===== config.mk =====
export PLATFORM = sky130hd
export DESIGN_NAME = wheel_speed_mixer_with_scaling
export DESIGN_NICKNAME = d
export VERILOG_FILES = /design/src/rtl/wsm_pkg.sv /design/src/rtl/wheel_speed_mixer_with_scaling.sv /design/src/rtl/wsm_mul.sv /design/src/rtl/wsm_isqrt.sv
export SDC_FILE = /design/constraint.sdc
export NUM_CORES = 2
export LEC_CHECK = 0
export BUFFER_PORTS_ARGS = -buffer_cell sky130_fd_sc_hd__clkbuf_2
export CAP_MARGIN = 25
export CORE_MARGIN = 2
export CORE_UTILIZATION = 50
export DETAILED_ROUTE_END_ITERATION = 8
export PLACE_DENSITY_LB_ADDON = 0.2
export SETUP_SLACK_MARGIN = 0.15
export SYNTH_ARGS = -nofsm -noshare
export SYNTH_HDL_FRONTEND = slang
export SYNTH_SLANG_ARGS = --single-unit
export TNS_END_PERCENT = 5

===== constraint.sdc =====
create_clock -name clk -period 23.2 [get_ports clk]
set_input_delay 0 -clock clk [delete_from_list [all_inputs] [get_ports clk]]
set_output_delay 0 -clock clk [all_outputs]
set_load 0.02 [all_outputs]

===== src/rtl/wsm_pkg.sv =====
// Package for the wheel speed mixer: shared constants, widths and the
// sequencer state type. No dependencies.
package wsm_pkg;

  // Default parameter values
  localparam int INPUT_WIDTH_DEF     = 16;
  localparam int SCALE_FRAC_BITS_DEF = 16;

  // Fixed field widths
  localparam int LIMIT_W = 15;
  localparam int SPEED_W = 16;

  // Fixed-point constants, Q0.16
  localparam logic [15:0] HALF_ROOT2_Q16 = 16'd46341;
  localparam logic [15:0] SHRINK_Q16     = 16'd64225;
  localparam logic [15:0] ROUND_UP_Q16   = 16'd65535;
  localparam int          Q16_SHIFT      = 16;

  // Speed limit after reset
  localparam logic [LIMIT_W-1:0] LIMIT_RESET = 15'd8191;

  // Sequencer states
  typedef enum logic [3:0] {
    S_IDLE,
    S_KO_MUL,
    S_KO,
    S_SQA,
    S_SQB,
    S_ROOT_GO,
    S_ROOT,
    S_CHK_MUL,
    S_CHK,
    S_SHRINK_MUL,
    S_SHRINK,
    S_OUT
  } wsm_state_t;

endpackage


===== src/rtl/wheel_speed_mixer_with_scaling.sv =====
// Top level of the swerve wheel speed mixer: sequencer, scale state and ports.
// Depends on wsm_pkg, wsm_mul and wsm_isqrt.

// Takes one chassis command (vel_x, vel_y, rot_rate, drive_enable, reverse
// bits), forms four wheel magnitudes as floor square roots of the summed
// squared components, shrinks the persistent Q1.SCALE_FRAC_BITS scale by
// about 0.98 per step until no scaled magnitude exceeds speed_limit, and
// returns the four signed wheel speeds. One command is in work at a time;
// s_axis_tready is high only while idle. The time a command takes is set
// by the one shared multiplier that serves every product, by the square
// root unit that yields one bit per cycle and by the number of shrink
// steps. A finished result waits in the output register and the next
// command is taken meanwhile. The user must write speed_limit through
// cfg_wen/cfg_wdata only while the block is idle; the block itself does
// not enforce this.
module wheel_speed_mixer_with_scaling
  import wsm_pkg::*;
#(
  parameter int INPUT_WIDTH     = INPUT_WIDTH_DEF,
  parameter int SCALE_FRAC_BITS = SCALE_FRAC_BITS_DEF
) (
  input  logic                                 clk,
  input  logic                                 rst,
  // Configuration: speed_limit
  input  logic                                 cfg_wen,
  input  logic [LIMIT_W-1:0]                   cfg_wdata,
  // Command request; tdata from bit 0: vel_x, vel_y, rot_rate, zero fill
  input  logic                                 s_axis_tvalid,
  output logic                                 s_axis_tready,
  input  logic [((3*INPUT_WIDTH+7)/8)*8-1:0]   s_axis_tdata,
  // tuser from bit 0: drive_enable, reverse_0, reverse_1, reverse_2, reverse_3
  input  logic [4:0]                           s_axis_tuser,
  // Result request; tdata from bit 0: speed_0, speed_1, speed_2, speed_3
  output logic                                 m_axis_tvalid,
  input  logic                                 m_axis_tready,
  output logic [4*SPEED_W-1:0]                 m_axis_tdata
);

  localparam int W   = INPUT_WIDTH;
  localparam int F   = SCALE_FRAC_BITS;
  localparam int MWA = (W + 1 > F + 1) ? W + 1 : F + 1;
  localparam int MW  = (MWA > 16) ? MWA : 16;
  localparam int PW  = 2 * MW;
  localparam int RW  = 2 * W + 2;
  localparam int QW  = W + 1;

  wsm_state_t state, state_next;

  // Registers
  logic [LIMIT_W-1:0]    speed_limit;
  logic [F:0]            speed_scale;
  logic signed [W-1:0]   vx, vy, om;
  logic                  enable;
  logic [3:0]            rev;
  logic signed [W:0]     ko;
  logic [1:0]            wheel;
  logic [RW-1:0]         sq_a;
  logic [QW-1:0]         mag [4];
  logic [SPEED_W-1:0]    sc  [4];

  // Shared units
  logic                  mul_en;
  logic [MW-1:0]         mul_a, mul_b;
  logic [PW-1:0]         prod;
  logic                  root_start;
  logic                  root_done;
  logic [QW-1:0]         root;

  logic                  in_req;
  logic                  out_req;

  // Combinational helpers
  logic [W-1:0]          om_abs;
  logic [PW:0]           ko_sum;
  logic [W:0]            ko_mag;
  logic signed [W:0]     ko_calc;
  logic signed [W+1:0]   op_a, op_b;
  logic [QW-1:0]         abs_a, abs_b;
  logic [PW-1:0]         chk;
  logic                  over;
  logic [SPEED_W-1:0]    spd [4];

  assign in_req        = s_axis_tvalid && s_axis_tready;
  assign out_req       = m_axis_tvalid && m_axis_tready;
  assign s_axis_tready = (state == S_IDLE);

  wsm_mul #(.AW(MW), .BW(MW)) u_mul (
    .clk (clk),
    .en  (mul_en),
    .a   (mul_a),
    .b   (mul_b),
    .p   (prod)
  );

  wsm_isqrt #(.RW(RW)) u_isqrt (
    .clk      (clk),
    .rst      (rst),
    .start    (root_start),
    .radicand (RW'(sq_a + RW'(prod))),
    .done     (root_done),
    .root     (root)
  );

  // Rotation term: floor of K times rot_rate
  always_comb begin
    om_abs  = om[W-1] ? W'(~om + 1'b1) : W'(om);
    ko_sum  = {1'b0, prod} + (om[W-1] ? (PW+1)'(ROUND_UP_Q16) : '0);
    ko_mag  = (W+1)'(ko_sum >> Q16_SHIFT);
    ko_calc = om[W-1] ? -$signed(ko_mag) : $signed(ko_mag);
  end

  // Wheel operands: y term minus K*omega on wheels 0 and 3, x term on 0 and 1
  always_comb begin
    if (wheel == 2'd0 || wheel == 2'd3) begin
      op_a = $signed({{2{vy[W-1]}}, vy}) - $signed({ko[W], ko});
    end else begin
      op_a = $signed({{2{vy[W-1]}}, vy}) + $signed({ko[W], ko});
    end
    if (wheel == 2'd0 || wheel == 2'd1) begin
      op_b = $signed({{2{vx[W-1]}}, vx}) - $signed({ko[W], ko});
    end else begin
      op_b = $signed({{2{vx[W-1]}}, vx}) + $signed({ko[W], ko});
    end
    abs_a = op_a[W+1] ? QW'(-op_a) : QW'(op_a);
    abs_b = op_b[W+1] ? QW'(-op_b) : QW'(op_b);
  end

  // Scaled magnitude and limit compare
  always_comb begin
    chk  = prod >> F;
    over = chk > PW'(speed_limit);
  end

  // Final speeds: gate by enable, negate per reverse bit
  always_comb begin
    for (int i = 0; i < 4; i++) begin
      spd[i] = enable ? sc[i] : '0;
      if (rev[i]) begin
        spd[i] = SPEED_W'(~spd[i] + 1'b1);
      end
    end
  end

  // State register
  always_ff @(posedge clk) begin
    if (rst) begin
      state <= S_IDLE;
    end else begin
      state <= state_next;
    end
  end

  // Next state and unit controls
  always_comb begin
    state_next = state;
    mul_en     = 1'b0;
    mul_a      = '0;
    mul_b      = '0;
    root_start = 1'b0;
    case (state)
      S_IDLE: begin
        if (in_req) begin
          state_next = S_KO_MUL;
        end
      end
      S_KO_MUL: begin
        mul_en     = 1'b1;
        mul_a      = MW'(om_abs);
        mul_b      = MW'(HALF_ROOT2_Q16);
        state_next = S_KO;
      end
      S_KO: begin
        state_next = S_SQA;
      end
      S_SQA: begin
        mul_en     = 1'b1;
        mul_a      = MW'(abs_a);
        mul_b      = MW'(abs_a);
        state_next = S_SQB;
      end
      S_SQB: begin
        mul_en     = 1'b1;
        mul_a      = MW'(abs_b);
        mul_b      = MW'(abs_b);
        state_next = S_ROOT_GO;
      end
      S_ROOT_GO: begin
        root_start = 1'b1;
        state_next = S_ROOT;
      end
      S_ROOT: begin
        if (root_done) begin
          state_next = (wheel == 2'd3) ? S_CHK_MUL : S_SQA;
        end
      end
      S_CHK_MUL: begin
        mul_en     = 1'b1;
        mul_a      = MW'(mag[wheel]);
        mul_b      = MW'(speed_scale);
        state_next = S_CHK;
      end
      S_CHK: begin
        if (over) begin
          state_next = S_SHRINK_MUL;
        end else if (wheel == 2'd3) begin
          state_next = S_OUT;
        end else begin
          state_next = S_CHK_MUL;
        end
      end
      S_SHRINK_MUL: begin
        mul_en     = 1'b1;
        mul_a      = MW'(speed_scale);
        mul_b      = MW'(SHRINK_Q16);
        state_next = S_SHRINK;
      end
      S_SHRINK: begin
        state_next = S_CHK_MUL;
      end
      S_OUT: begin
        if (!m_axis_tvalid || m_axis_tready) begin
          state_next = S_IDLE;
        end
      end
      default: begin
        state_next = S_IDLE;
      end
    endcase
  end

  // Persistent state: limit register and scale
  always_ff @(posedge clk) begin
    if (rst) begin
      speed_limit <= LIMIT_RESET;
      speed_scale <= (F+1)'(1) << F;
    end else begin
      if (cfg_wen) begin
        speed_limit <= cfg_wdata;
      end
      if (state == S_SHRINK) begin
        speed_scale <= (F+1)'(prod >> Q16_SHIFT);
      end
    end
  end

  // Wheel counter
  always_ff @(posedge clk) begin
    if (rst) begin
      wheel <= 2'd0;
    end else begin
      case (state)
        S_KO, S_SHRINK: wheel <= 2'd0;
        S_ROOT: begin
          if (root_done) begin
            wheel <= wheel + 2'd1;
          end
        end
        S_CHK: begin
          if (!over && wheel != 2'd3) begin
            wheel <= wheel + 2'd1;
          end
        end
        default: wheel <= wheel;
      endcase
    end
  end

  // Payload: command capture, rotation term, squares, magnitudes, speeds
  always_ff @(posedge clk) begin
    if (in_req) begin
      vx     <= s_axis_tdata[W-1:0];
      vy     <= s_axis_tdata[2*W-1:W];
      om     <= s_axis_tdata[3*W-1:2*W];
      enable <= s_axis_tuser[0];
      rev    <= s_axis_tuser[4:1];
    end
    if (state == S_KO) begin
      ko <= ko_calc;
    end
    if (state == S_SQB) begin
      sq_a <= RW'(prod);
    end
    if (state == S_ROOT && root_done) begin
      mag[wheel] <= root;
    end
    if (state == S_CHK) begin
      sc[wheel] <= SPEED_W'(chk);
    end
  end

  // Output register: load a finished result, drop it once taken
  always_ff @(posedge clk) begin
    if (rst) begin
      m_axis_tvalid <= 1'b0;
    end else if (state == S_OUT && (!m_axis_tvalid || m_axis_tready)) begin
      m_axis_tvalid <= 1'b1;
    end else if (out_req) begin
      m_axis_tvalid <= 1'b0;
    end
  end

  always_ff @(posedge clk) begin
    if (state == S_OUT && (!m_axis_tvalid || m_axis_tready)) begin
      m_axis_tdata <= {spd[3], spd[2], spd[1], spd[0]};
    end
  end

endmodule


===== src/rtl/wsm_mul.sv =====
// Shared unsigned multiplier with a registered product.
// Depends on nothing but its parameters.
module wsm_mul #(
  parameter int AW = 17,
  parameter int BW = 17
) (
  input  logic             clk,
  input  logic             en,
  input  logic [AW-1:0]    a,
  input  logic [BW-1:0]    b,
  output logic [AW+BW-1:0] p
);

  // Capture the product when a request is issued
  always_ff @(posedge clk) begin
    if (en) begin
      p <= a * b;
    end
  end

endmodule


===== src/rtl/wsm_isqrt.sv =====
// Iterative floor square root, one result bit per cycle.
// Depends on nothing but its parameter RW (even radicand width).
module wsm_isqrt #(
  parameter int RW = 34
) (
  input  logic              clk,
  input  logic              rst,
  input  logic              start,
  input  logic [RW-1:0]     radicand,
  output logic              done,
  output logic [RW/2-1:0]   root
);

  localparam int QW = RW / 2;
  localparam int CW = $clog2(QW);

  logic [RW-1:0]   xr;
  logic [QW+1:0]   rem;
  logic [CW-1:0]   cnt;
  logic            busy;

  logic [QW+3:0]   rem_sh;
  logic [QW+3:0]   trial;
  logic            take;

  // Bring down two radicand bits and try the next root bit
  always_comb begin
    rem_sh = {rem, xr[RW-1:RW-2]};
    trial  = (QW+4)'({root, 2'b01});
    take   = rem_sh >= trial;
  end

  // Control: run QW steps after start, pulse done on the last one
  always_ff @(posedge clk) begin
    if (rst) begin
      busy <= 1'b0;
      done <= 1'b0;
      cnt  <= '0;
    end else begin
      done <= 1'b0;
      if (start) begin
        busy <= 1'b1;
        cnt  <= '0;
      end else if (busy) begin
        cnt <= cnt + 1'b1;
        if (cnt == CW'(QW - 1)) begin
          busy <= 1'b0;
          done <= 1'b1;
        end
      end
    end
  end

  // Datapath: remainder, root and radicand shift
  always_ff @(posedge clk) begin
    if (start) begin
      xr   <= radicand;
      rem  <= '0;
      root <= '0;
    end else if (busy) begin
      xr <= {xr[RW-3:0], 2'b00};
      if (take) begin
        rem  <= (QW+2)'(rem_sh - trial);
        root <= {root[QW-2:0], 1'b1};
      end else begin
        rem  <= (QW+2)'(rem_sh);
        root <= {root[QW-2:0], 1'b0};
      end
    end
  end

endmodule


==> out/qor.txt <==
DP Worst Slack - 11.47 ns
Max-cap check violation count - 0
IO Port Bufs - 138
Worst Skew - 0.03143 ns
DRC Markers - 0
Worst Path Required - 23.55 ns
Clock latency on the worst-skew pair - 0.62 ns
Largest net degree at the start of global routing - 93
Pwr Density - 59.38 mW/mm^2
Final setup violation count - 0
Layout Nets - 4160
R2r setup slk - 11.36 ns
Seq pwr share - 40.8%
Mapped cell area - 0.03468 mm^2
Row count - 96
Drt via density - 5.791
Overflow after GRT - 0
Post-route minimum period - 11.84 ns
Gpl congestion - 0.9487
Core footprint - 0.06859 mm^2
Register area share after synthesis - 36.71%
Fill cell count - 5928
Actual slew at the worst max-slew pin - 1.085 ns
Total CTS buffers - 49
Area Growth Syn to Fin - 12.68%
Top cell type's share of synthesized area - 31.86%
Initial DRC Count - 2494
Int Power - 1.608 mW
DIE WIDTH - 267.4 um
Max Fanout on Critical Path - 17
CTS sink cnt - 452
Crit-path slowest cell - a221o_1
Post-route ant nets - 0
DRT Pass-1 Iters - 6
TNS Setup - 0 ns
Layout cell share with drive strength beyond 1 - 9.585%
Unrepaired setup endpoints after global routing - false
WL/cell - 20.70 um
P_leak - 16.22 nW
Antenna violations before repair - 1
I/O pin total - 139
Post-synth EDFFs - 368
Commonest non-fill, non-tap cell in the layout - edfxtp_1
Post-CTS setup buffer count - 0
Worst path most repeated cell - fa_1
Reg2reg start - ko[0]$_DFFE_PP_
Global-route usage over all layers - 26.77%
Synth area leaders - edfxtp_1, fa_1, ha_1
CTS hold repair buffers - 89
Combinational Power Share - 24.3%
Slew Viols, Final - 0
Startpoint types - flip-flop
Crit Path Class - flip-flop to flip-flop
Final Hold Fails - 0
Area after DPL - 0.03642 mm^2
Ys async rst share - 0%
Distinct cells, synth - 89
PnR Total Power - 2.320 mW
Resized cells post-CTS - 0
DRT Wirelength - 95.10 mm
Rel. slew slack - 27.65%
Final period util - 51.03%
Total number of yosys warnings - 0
Die area - 0.07149 mm^2
CTS max path bufs - 3
Die height - 267.4 um
Fin worst setup slack - 11.36 ns
Non-filler cells, final - 4594
Syn Inst Count - 3430
CP endpoint kind - flip-flop
CTS tree - yes
Critical path buffer and inverter count - 4
Worst-path clk slew - 0.06 ns
Hpwl dp - 68.79 mm
CP max stage delay - 0.68 ns
Sw Share - 30.70%
Syn Nets - 3969
Clock power share - 34.9%
Worst VDD drop - 0.00005410 V
Hold endpoint - speed_limit[6]$_SDFFE_PP1P_
CP delay by family, top - compound AO/OA/AOI/OAI gates
Area leader, netlist - edfxtp_1
R2r worst-path depth - 40
Commonest non-fill, non-tap cells in the layout - edfxtp_1, inv_1, nand2_1, ha_1, fa_1
Arrival time at the worst endpoint - 12.19 ns
H-tree depth - 2
Fmax - 0.08446 GHz
Post-Place Cells - 4409
Design area - 0.03908 mm^2
Number of global-route vias before repair - 25760
Top FF cell, synth - edfxtp_1
Post-Syn Area per Cell - 10.11 um^2
Worst reg2reg path endpoint - u_mul.p[31]$_DFFE_PP_
Status - complete, no violations
Synthesis-stage register bit count - 452
Starting density of the core - 50.57%
HP Class - input port to flip-flop
Via count - 26600
Hold path depth - 2
Wire length of the first global-routing pass - 146.9 mm
Psw - 0.7125 mW
Hold Path Origin - cfg_wen
Clk root buf - clkbuf_16
==> per-stage QoR <==
step	util [%]	hold slack, ns
2_1_floorplan	-	0.09887
3_3_place_gp	53.11	0.1775
3_5_place_dp	53.11	0.1791
4_1_cts	56.87	0.0008603
5_1_grt	56.97	0.07492
6_report	56.98	0.04380
==> area by class of cell <==
type	instances	area [um^2]	area share, %
clock inverters	31	389.1	0.9957
inverters	366	1374	3.516
repair buffers	297	2155	5.513
flip-flops and latches	452	12730	32.58
well taps	931	1165	2.981
clock buffers	61	1301	3.330
diodes	1	2.502	0.006403
multi-input cells	2455	19960	51.07
==> synth_stat cells, types with 51 or more instances <==
master    number
xor2_1       101
and2_1        51
nand2_1      337
fa_1         227
nor3_1        72
ha_1         239
a21oi_1      181
o21ai_0      205
xnor2_1      108
edfxtp_1     368
dfxtp_1       84
clkbuf_1     122
a21o_1        71
nor2_1       178
inv_1        366
==> layer usage <==
layer / up-vias / global-route usage [%] / part of all wire, %
met2: 961 / 43.51 / 46
met4: 2 / 9.292 / 3.5
met3: 192 / 4.790 / 7.4
li1: 12560 / - / -
met1: 12890 / 36.07 / 43
met5: - / 0 / 0.019
==> cell families (layout without fill, tap and decap cells) <==
logic type                 count (synthesis)  count (layout)  synth area share (%)
adders and majority gates                466             466                 21.73
buffers and inverters                    523             755                 5.837
muxes                                     58              58                 2.258
DFF                                      452             452                 36.71
xor gates and xnor gates                 210             210                 5.325
other                                      0               1                     0
and+or+nand+nor                          877             877                 11.94
AOI/OAI and AO/OA                        844             844                 16.20
==> power groups by stage <==
stage	Combinational, mW	Sequential (mW)	Clock [mW]
after floorplan	0.398	0.951	0
after global placement	0.540	0.963	0
after detailed placement	0.544	0.963	0
after CTS	0.560	0.946	0.823
after global routing	0.626	0.950	0.855
final	0.564	0.947	0.809
==> flip-flops by register name, summed over array words and instances (netlist names), 5 cells and up, named ones only <==
name / cells
ko: 17
m_axis_tdata: 64
mag: 68
om: 16
sc: 64
speed_limit: 15
speed_scale: 17
sq_a: 34
u_isqrt.cnt: 5
u_isqrt.rem: 19
u_isqrt.root: 17
u_isqrt.xr: 34
u_mul.p: 34
vx: 16
vy: 16
==> how the worst max path moves through the flow <==
| stage | endpoint | startpoint | depth (start not counted) | slack, ns |
|---|---|---|---|---|
| global route | u_mul.p[31]$_DFFE_PP_ | ko[0]$_DFFE_PP_ | 40 | 10.60 |
| global placement | u_mul.p[31]$_DFFE_PP_ | ko[0]$_DFFE_PP_ | 40 | 11.78 |
| detailed placement | u_mul.p[31]$_DFFE_PP_ | ko[0]$_DFFE_PP_ | 40 | 11.47 |
| CTS | u_mul.p[31]$_DFFE_PP_ | ko[0]$_DFFE_PP_ | 40 | 11.44 |
| finish | u_mul.p[31]$_DFFE_PP_ | ko[0]$_DFFE_PP_ | 40 | 11.36 |
| floorplan | u_mul.p[31]$_DFFE_PP_ | ko[0]$_DFFE_PP_ | 44 | 12.67 |
No activity file was read; power rests on OpenSTA's default activity.
